File: config.mk
export PLATFORM = sky130hd
export DESIGN_NAME = hamming_sec_encode_correct
export DESIGN_NICKNAME = d
export VERILOG_FILES = /design/src/rtl/core/hsec_pkg.sv /design/src/rtl/core/hsec_core.sv /design/src/rtl/core/hamming_sec_encode_correct.sv
export SDC_FILE = /design/constraint.sdc
export NUM_CORES = 1
export LEC_CHECK = 0
export BUFFER_PORTS_ARGS = -buffer_cell sky130_fd_sc_hd__buf_2
export CAP_MARGIN = 20
export CORE_UTILIZATION = 40
export CTS_BUF_LIST = sky130_fd_sc_hd__clkbuf_8 sky130_fd_sc_hd__clkbuf_16
export DETAILED_ROUTE_END_ITERATION = 10
export GPL_ROUTABILITY_DRIVEN = 0
export PLACE_DENSITY = 0.7
export SETUP_SLACK_MARGIN = 0.02
export SYNTH_ARGS = -nofsm -noshare
export SYNTH_HDL_FRONTEND = slang
export SYNTH_HIERARCHICAL = 1
export SYNTH_SLANG_ARGS = --single-unit
File: constraint.sdc
create_clock -name i_clk -period 6.8 [get_ports i_clk]
set_input_delay 1.36 -clock i_clk [delete_from_list [all_inputs] [get_ports i_clk]]
set_output_delay 1.36 -clock i_clk [all_outputs]
set_load 0.005 [all_outputs]
File: src/rtl/core/hsec_pkg.sv
// ----------------------------------------------------------------------------
// hsec_pkg: shared types and constants for the Hamming SEC encoder/corrector
// Word widths, data bit limits and the result bundle passed between modules.
// ----------------------------------------------------------------------------
package hsec_pkg;

    localparam int C_WORD_W        = 63;   // widest codeword
    localparam int C_POS_W         = 6;    // syndrome / position width
    localparam int C_CFG_W         = 6;    // data_bits register width
    localparam int C_MAX_DATA_BITS = 57;
    localparam int C_RESET_DATA    = 4;

    localparam logic ACT_ENCODE = 1'b0;
    localparam logic ACT_CHECK  = 1'b1;

    typedef struct packed {
        logic [C_WORD_W-1:0] word;
        logic                found;
        logic [C_POS_W-1:0]  pos;
        logic                unc;
    } t_result;

    // code length n = m + r for a raw data_bits value (saturated to 1..max)
    function automatic logic [C_POS_W-1:0] f_code_len(input logic [C_CFG_W-1:0] raw);
        logic [C_CFG_W-1:0] m;
        logic [3:0]         r;
        logic               done;
        m    = raw;
        r    = 4'd0;
        done = 1'b0;
        if (m == '0) begin
            m = C_CFG_W'(1);
        end
        if (m > C_CFG_W'(C_MAX_DATA_BITS)) begin
            m = C_CFG_W'(C_MAX_DATA_BITS);
        end
        for (int k = 0; k <= 6; k++) begin
            if (!done) begin
                if ((8'd1 << k) >= (8'(m) + 8'(k) + 8'd1)) begin
                    r    = 4'(k);
                    done = 1'b1;
                end
            end
        end
        return C_POS_W'(7'(m) + 7'(r));
    endfunction

endpackage

File: src/rtl/core/hsec_core.sv
// ----------------------------------------------------------------------------
// hsec_core: Hamming SEC datapath
// Data bit placement, parity generation, syndrome and single bit correction.
// ----------------------------------------------------------------------------
module hsec_core (
    input  logic                          i_action,
    input  logic [hsec_pkg::C_WORD_W-1:0] i_word,
    input  logic [hsec_pkg::C_POS_W-1:0]  i_code_len,
    output hsec_pkg::t_result             o_result
);
    import hsec_pkg::*;

    // positions p whose bit i is set, bit p-1 of the mask
    function automatic logic [C_WORD_W-1:0] f_pos_mask(input int i);
        logic [C_WORD_W-1:0] v;
        v = '0;
        for (int p = 1; p <= C_WORD_W; p++) begin
            v[p-1] = p[i];
        end
        return v;
    endfunction

    function automatic logic [C_POS_W-1:0] f_syndrome(input logic [C_WORD_W-1:0] w);
        logic [C_POS_W-1:0] s;
        for (int i = 0; i < C_POS_W; i++) begin
            s[i] = ^(w & f_pos_mask(i));
        end
        return s;
    endfunction

    logic [C_WORD_W-1:0] len_mask;
    logic [C_WORD_W-1:0] spread;
    logic [C_WORD_W-1:0] base;
    logic [C_POS_W-1:0]  syn;
    logic [C_WORD_W-1:0] enc_word;

    always_comb begin
        for (int p = 1; p <= C_WORD_W; p++) begin
            len_mask[p-1] = (C_POS_W'(p) <= i_code_len);
        end
    end

    // data bit k lands on the k-th non power of two position
    always_comb begin
        int k;
        k      = 0;
        spread = '0;
        for (int p = 1; p <= C_WORD_W; p++) begin
            if ((p & (p - 1)) != 0) begin
                spread[p-1] = i_word[k];
                k++;
            end
        end
    end

    assign base = ((i_action == ACT_CHECK) ? i_word : spread) & len_mask;
    assign syn  = f_syndrome(base);

    always_comb begin
        enc_word = base;
        for (int i = 0; i < C_POS_W; i++) begin
            enc_word[(1 << i) - 1] = syn[i];
        end
        enc_word = enc_word & len_mask;
    end

    always_comb begin
        o_result = '0;
        if (i_action == ACT_ENCODE) begin
            o_result.word = enc_word;
        end else begin
            o_result.word = base;
            if (syn != '0) begin
                o_result.found = 1'b1;
                o_result.pos   = syn;
                if (syn <= i_code_len) begin
                    o_result.word = base ^ (C_WORD_W'(1) << (syn - C_POS_W'(1)));
                end else begin
                    o_result.unc = 1'b1;
                end
            end
        end
    end

endmodule

File: src/rtl/core/hamming_sec_encode_correct.sv
// ----------------------------------------------------------------------------
// hamming_sec_encode_correct: variable length Hamming SEC encoder / corrector
// Encodes data bits into a codeword or checks and corrects a received word.
// ----------------------------------------------------------------------------
//  channel | direction | handshake          | payload
//  --------+-----------+--------------------+------------------------------------
//  input   | in        | i_valid / o_ready  | i_action, i_word_in
//  result  | out       | o_valid / i_ready  | o_word_out, o_error_found,
//          |           |                    | o_error_position, o_uncorrectable
//  config  | in        | i_cfg_we           | i_cfg_data (data_bits)
//
//  One transaction per cycle sustained while the result is not stalled; input
//  acceptance loads the input register, then the result register raises valid.
//  The XOR trees of hsec_core sit between the two register stages.
//  Synchronous active low reset empties both stages and sets data_bits to 4.
//  A stalled result holds; the input stage still accepts while the result
//  register can drain, so ready only drops when both stages are full and the
//  result is not being taken.
// ----------------------------------------------------------------------------
module hamming_sec_encode_correct (
    input  logic                          i_clk,
    input  logic                          i_rst_n,
    input  logic                          i_cfg_we,
    input  logic [hsec_pkg::C_CFG_W-1:0]  i_cfg_data,
    input  logic                          i_valid,
    output logic                          o_ready,
    input  logic                          i_action,
    input  logic [hsec_pkg::C_WORD_W-1:0] i_word_in,
    output logic                          o_valid,
    input  logic                          i_ready,
    output logic [hsec_pkg::C_WORD_W-1:0] o_word_out,
    output logic                          o_error_found,
    output logic [hsec_pkg::C_POS_W-1:0]  o_error_position,
    output logic                          o_uncorrectable
);
    import hsec_pkg::*;

    // code length derived once at config time, kept as a register
    logic [C_POS_W-1:0]  r_code_len;

    logic                r_in_valid;
    logic                r_in_action;
    logic [C_WORD_W-1:0] r_in_word;

    logic                r_out_valid;
    t_result             r_out;

    logic                n_in_valid;
    logic                n_out_valid;
    logic                out_ready;
    logic                in_load;
    logic                out_load;
    t_result             core_res;

    always_ff @(posedge i_clk) begin
        if (!i_rst_n) begin
            r_code_len <= f_code_len(C_CFG_W'(C_RESET_DATA));
        end else if (i_cfg_we) begin
            r_code_len <= f_code_len(i_cfg_data);
        end
    end

    // result stage frees when empty or being taken
    assign out_ready = !r_out_valid || i_ready;
    assign o_ready   = !r_in_valid || out_ready;
    assign in_load   = i_valid && o_ready;
    assign out_load  = r_in_valid && out_ready;

    always_comb begin
        n_in_valid = r_in_valid;
        if (in_load) begin
            n_in_valid = 1'b1;
        end else if (out_load) begin
            n_in_valid = 1'b0;
        end
        n_out_valid = r_out_valid;
        if (out_load) begin
            n_out_valid = 1'b1;
        end else if (i_ready) begin
            n_out_valid = 1'b0;
        end
    end

    always_ff @(posedge i_clk) begin
        if (!i_rst_n) begin
            r_in_valid  <= 1'b0;
            r_out_valid <= 1'b0;
        end else begin
            r_in_valid  <= n_in_valid;
            r_out_valid <= n_out_valid;
        end
    end

    always_ff @(posedge i_clk) begin
        if (in_load) begin
            r_in_action <= i_action;
            r_in_word   <= i_word_in;
        end
        if (out_load) begin
            r_out <= core_res;
        end
    end

    hsec_core u_core (
        .i_action   (r_in_action),
        .i_word     (r_in_word),
        .i_code_len (r_code_len),
        .o_result   (core_res)
    );

    assign o_valid          = r_out_valid;
    assign o_word_out       = r_out.word;
    assign o_error_found    = r_out.found;
    assign o_error_position = r_out.pos;
    assign o_uncorrectable  = r_out.unc;

`ifndef SYNTHESIS
    a_unc_implies_found: assert property (@(posedge i_clk) disable iff (!i_rst_n)
        (o_valid && o_uncorrectable) |-> o_error_found)
        else $error("uncorrectable without error_found");

    a_pos_matches_found: assert property (@(posedge i_clk) disable iff (!i_rst_n)
        o_valid |-> (o_error_found == (o_error_position != '0)))
        else $error("error_position disagrees with error_found");

    a_no_bits_past_len: assert property (@(posedge i_clk) disable iff (!i_rst_n)
        o_valid |-> ((o_word_out >> r_code_len) == '0))
        else $error("codeword bits set beyond code length");

    a_code_len_range: assert property (@(posedge i_clk) disable iff (!i_rst_n)
        (r_code_len >= C_POS_W'(3)) && (r_code_len <= C_POS_W'(C_WORD_W)))
        else $error("code length out of range");

    a_in_stage_holds: assert property (@(posedge i_clk) disable iff (!i_rst_n)
        (r_in_valid && !out_ready) |=> (r_in_valid && $stable(r_in_word)))
        else $error("input stage lost a stalled transaction");
`endif

endmodule

==> results.yml <==
clock_tree:
  clock_sinks: 143
  cts_tree: "yes"
  ctsHoldBuffers: 0
  ctsResizeCount: 0
  cts_buffers: 17
  h-tree-depth: 4
  clock_tree.buffer_depth: 2
  path_clk_slew_ns: 0.06
  postCtsSetupBuffers: 0
  insertion_delay_ns: 0.43
  clockRootBuffer: "clkbuf_16"
synth:
  ys_ff_latch: 143
  synthDominantCellAreaShare: 0.395
  synth_fp_nets: 1080
  synth_area_leaders: "edfxtp_1 (40%), mux2i_1 (6.1%), xnor2_1 (5.3%)"
  synthDistinctLibCells: 94
  synth_edf_count: 135
  synth_ff_type: "edfxtp_1"
  synth_area_mm2: 0.0103
  netlist_instances: 984
  yosys_warnings: 6
  seq_area_frac_synth: 0.411
  async_flop_share: 0
  avgSynthCellArea_um2: 10.4
  yosysTopAreaCell: "edfxtp_1"
grt:
  track_usage: 0.233
  grt_first_pass_wirelength_um: 45900
  antenna_found_initial: 2
  grt_max_degree: 72
  grt_pass1_vias: 7795
  grt_overflow: 0
critical_path:
  reg2reg_to: "o_word_out[4]"
  crit_buf_inv: 1
  start_kind: "flop"
  worstPathArrival_ns: 6.26
  ff2ff_setup_slack_ns: 0.71
  worst-setup-path-type: "reg2reg"
  critPathCaptureType: "flop"
  rr_startpoint: "r_code_len[1]"
  crit_end: "o_word_out[4]"
  cpMostUsedCell: "xor2_1"
  crit_chain: "and3_1 > nand2_1 > xor2_1 > xnor3_1 > mux2i_1 > xnor3_1 > xor2_1 > inv_1 > ha_1 > a21o_1 > a21oi_1 > a21oi_1 > o21ai_0 > mux2i_1 > nand2b_1 > or3_4 > nor3_2 > xor2_1"
  cp_num_cells: 18
  critical_path.max_fanout: 30
  rr_worst_depth: 18
  critPathLaunch: "r_code_len[1]"
  cp.required_ns: 6.97
  cp_top_family: "XOR/XNOR gates"
  slowest_delay_ns: 1.06
  slowest_stage: "dfxtp_1"
power_and_ir_drop:
  leakagePower_nw: 4.75
  power_mw: 4.14
  pwr_density_cell_mw_per_mm2: 351
  pwr-share-seq: 0.273
  clock_power_share: 0.227
  peakVddDrop_v: 0.000282
  switching_share: 0.430
  p_sw_mw: 1.78
  p_comb_frac: 0.500
  p_int_mw: 2.36
finish:
  drive_gt1_frac: 0.242
  n_fill_cell: 2378
  seq_area_mm2: 0.00421
  nNetsFinal: 1214
  area_delta_synth_final_pct: 15.2
  multi_input_area_mm2: 0.00560
sta:
  fin_crit_ns: 6.09
  worst_pin_slew_ns: 1.19
  fin_crit_sh: 0.896
  setup_tns_ns: 0
  rsz0062_at_grt: "no"
  slew_viol_final: 0
  setup-violations-final: 0
  slew_headroom: 0.203
  clock.fmax_mhz: 164
  final.setup.worst_slack_ns: 0.709
  skew_ns: 0.0129
  hold_viol_final: 0
route:
  final_antenna_net_count: 0
  drc: 0
  wirelength_um: 30500
  dr.pass1.iters: 6
  vias: 8357
  viasPerCell: 5.72
  wl_per_cell_um: 20.8
  drt_iter0_markers: 1017
die:
  pin_count: 148
  row_count: 58
  start_util: 0.407
  fp.coreArea_mm2: 0.0252
  die_area_mm2: 0.0263
  fp.dieH_um: 162
  die_width_um: 162
placed_design:
  dp_slack_ns: 1.05
  port_buffers: 147
  hpwlAfterDp_um: 23300
outcome:
  outcome: "completed"
worst_hold_path:
  hold_class: "reg2reg"
flow_run:
  drv_cap: 0
-- how the worst min path moves through the flow --
stage	depth (start not counted)	slack (ns)	end	startpoint
final	1	0.55	o_valid	r_in_valid
after CTS	1	0.54	o_valid	r_in_valid
after global placement	1	0.51	o_valid	r_in_valid
after global routing	1	0.57	o_valid	r_in_valid
after floorplan	2	0.46	r_code_len[0]	r_code_len[0]
after detailed placement	1	0.52	o_valid	r_in_valid
-- power by group through the flow --
stage	Sequential (mW)	Combinational (mW)	Clock [mW]
after global routing	1.14	2.20	0.989
after floorplan	1.13	1.51	0
after CTS	1.13	2.02	0.956
after detailed placement	1.15	1.99	0
after global placement	1.15	1.96	0
final	1.13	2.07	0.940
-- Yosys cell counts (17+ instances only) --
cell type and count:
nand2_1 74, nor3_1 29, inv_1 18, mux2i_1 62, nor2_1 101, buf_2 17, edfxtp_1 135, ha_1 20
nand3_1 27, xor2_1 57, o21ai_0 40, xnor2_1 62, a21oi_1 51
-- cell type report --
cell class              count  area share
inverters                  22     0.00699
clock inverters            14      0.0140
multi-input cells         763       0.474
repair buffers            171      0.0775
clock buffers              17      0.0360
diodes                      1    0.000212
well taps                 330      0.0350
flip-flops and latches    143       0.357
-- routing by layer --
metal | share of wire | track usage | vias up | wire length (µm)
met5 | 0.00043 | 0 | - | 13
met4 | 0.043 | 0.118 | 2 | 1310
met3 | 0.092 | 0.0521 | 92 | 2800
met2 | 0.43 | 0.347 | 514 | 13100
met1 | 0.43 | 0.317 | 3904 | 13200
li1 | - | - | 3845 | -
-- cells by family (layout without fill, tap and decap cells) --
family	after synthesis	count (layout)	share of synthesized area
AO/OA/AOI/OAI	193	193	0.131
XOR/XNOR	139	139	0.143
adder cells (fa/ha/maj)	22	22	0.0273
buffers and inverters	78	224	0.0445
flip-flops	143	143	0.411
multiplexers	78	78	0.0795
other	0	1	0
AND/OR/NAND/NOR	331	331	0.164
-- metrics by stage --
| stage | std cells | util | hold WS, ns | area (µm²) |
|---|---|---|---|---|
| 3_3_place_gp | 1429 | 0.446 | 0.512 | 11200 |
| 5_1_grt | 1460 | 0.469 | 0.567 | 11800 |
| 2_1_floorplan | 984 | - | 0.464 | 10300 |
| 3_5_place_dp | 1429 | 0.446 | 0.524 | 11200 |
| 4_1_cts | 1460 | 0.469 | 0.543 | 11800 |
| 6_report | 1461 | 0.469 | 0.549 | 11800 |
-- worst register-to-register path, cell delays in order, from the launching register on --
cell	delay, ns
dfxtp_1	1.06
and3_1	0.37
nand2_1	0.14
xor2_1	0.18
xnor3_1	0.38
mux2i_1	0.62
xnor3_1	0.47
xor2_1	0.45
inv_1	0.15
ha_1	0.21
a21o_1	0.17
a21oi_1	0.22
a21oi_1	0.11
o21ai_0	0.19
mux2i_1	0.11
nand2b_1	0.29
or3_4	0.45
nor3_2	0.18
xor2_1	0.09
-- registers in the layout, indices dropped and copies added (netlist names) --
register	count
o_word_out	63
r_in_word	63
o_error_position	6
r_code_len	6
o_error_found	1
o_uncorrectable	1
o_valid	1
r_in_action	1
r_in_valid	1
-- cells in the final DEF (no fill, tap or decap), drive strengths merged, types with 12 or more instances in the layout --
| cell type | count |
|---|---|
| xor2 | 57 |
| nor2 | 102 |
| a21oi | 53 |
| nand2 | 76 |
| buf | 171 |
| and2 | 14 |
| or3 | 12 |
| xnor2 | 66 |
| mux2 | 15 |
| nand2b | 12 |
| inv | 25 |
| o21ai | 42 |
| nor3 | 40 |
| edfxtp | 135 |
| clkbuf | 17 |
| ha | 20 |
| nand3 | 28 |
| xnor3 | 16 |
| mux2i | 63 |
Power figures use the tool's default switching activity.
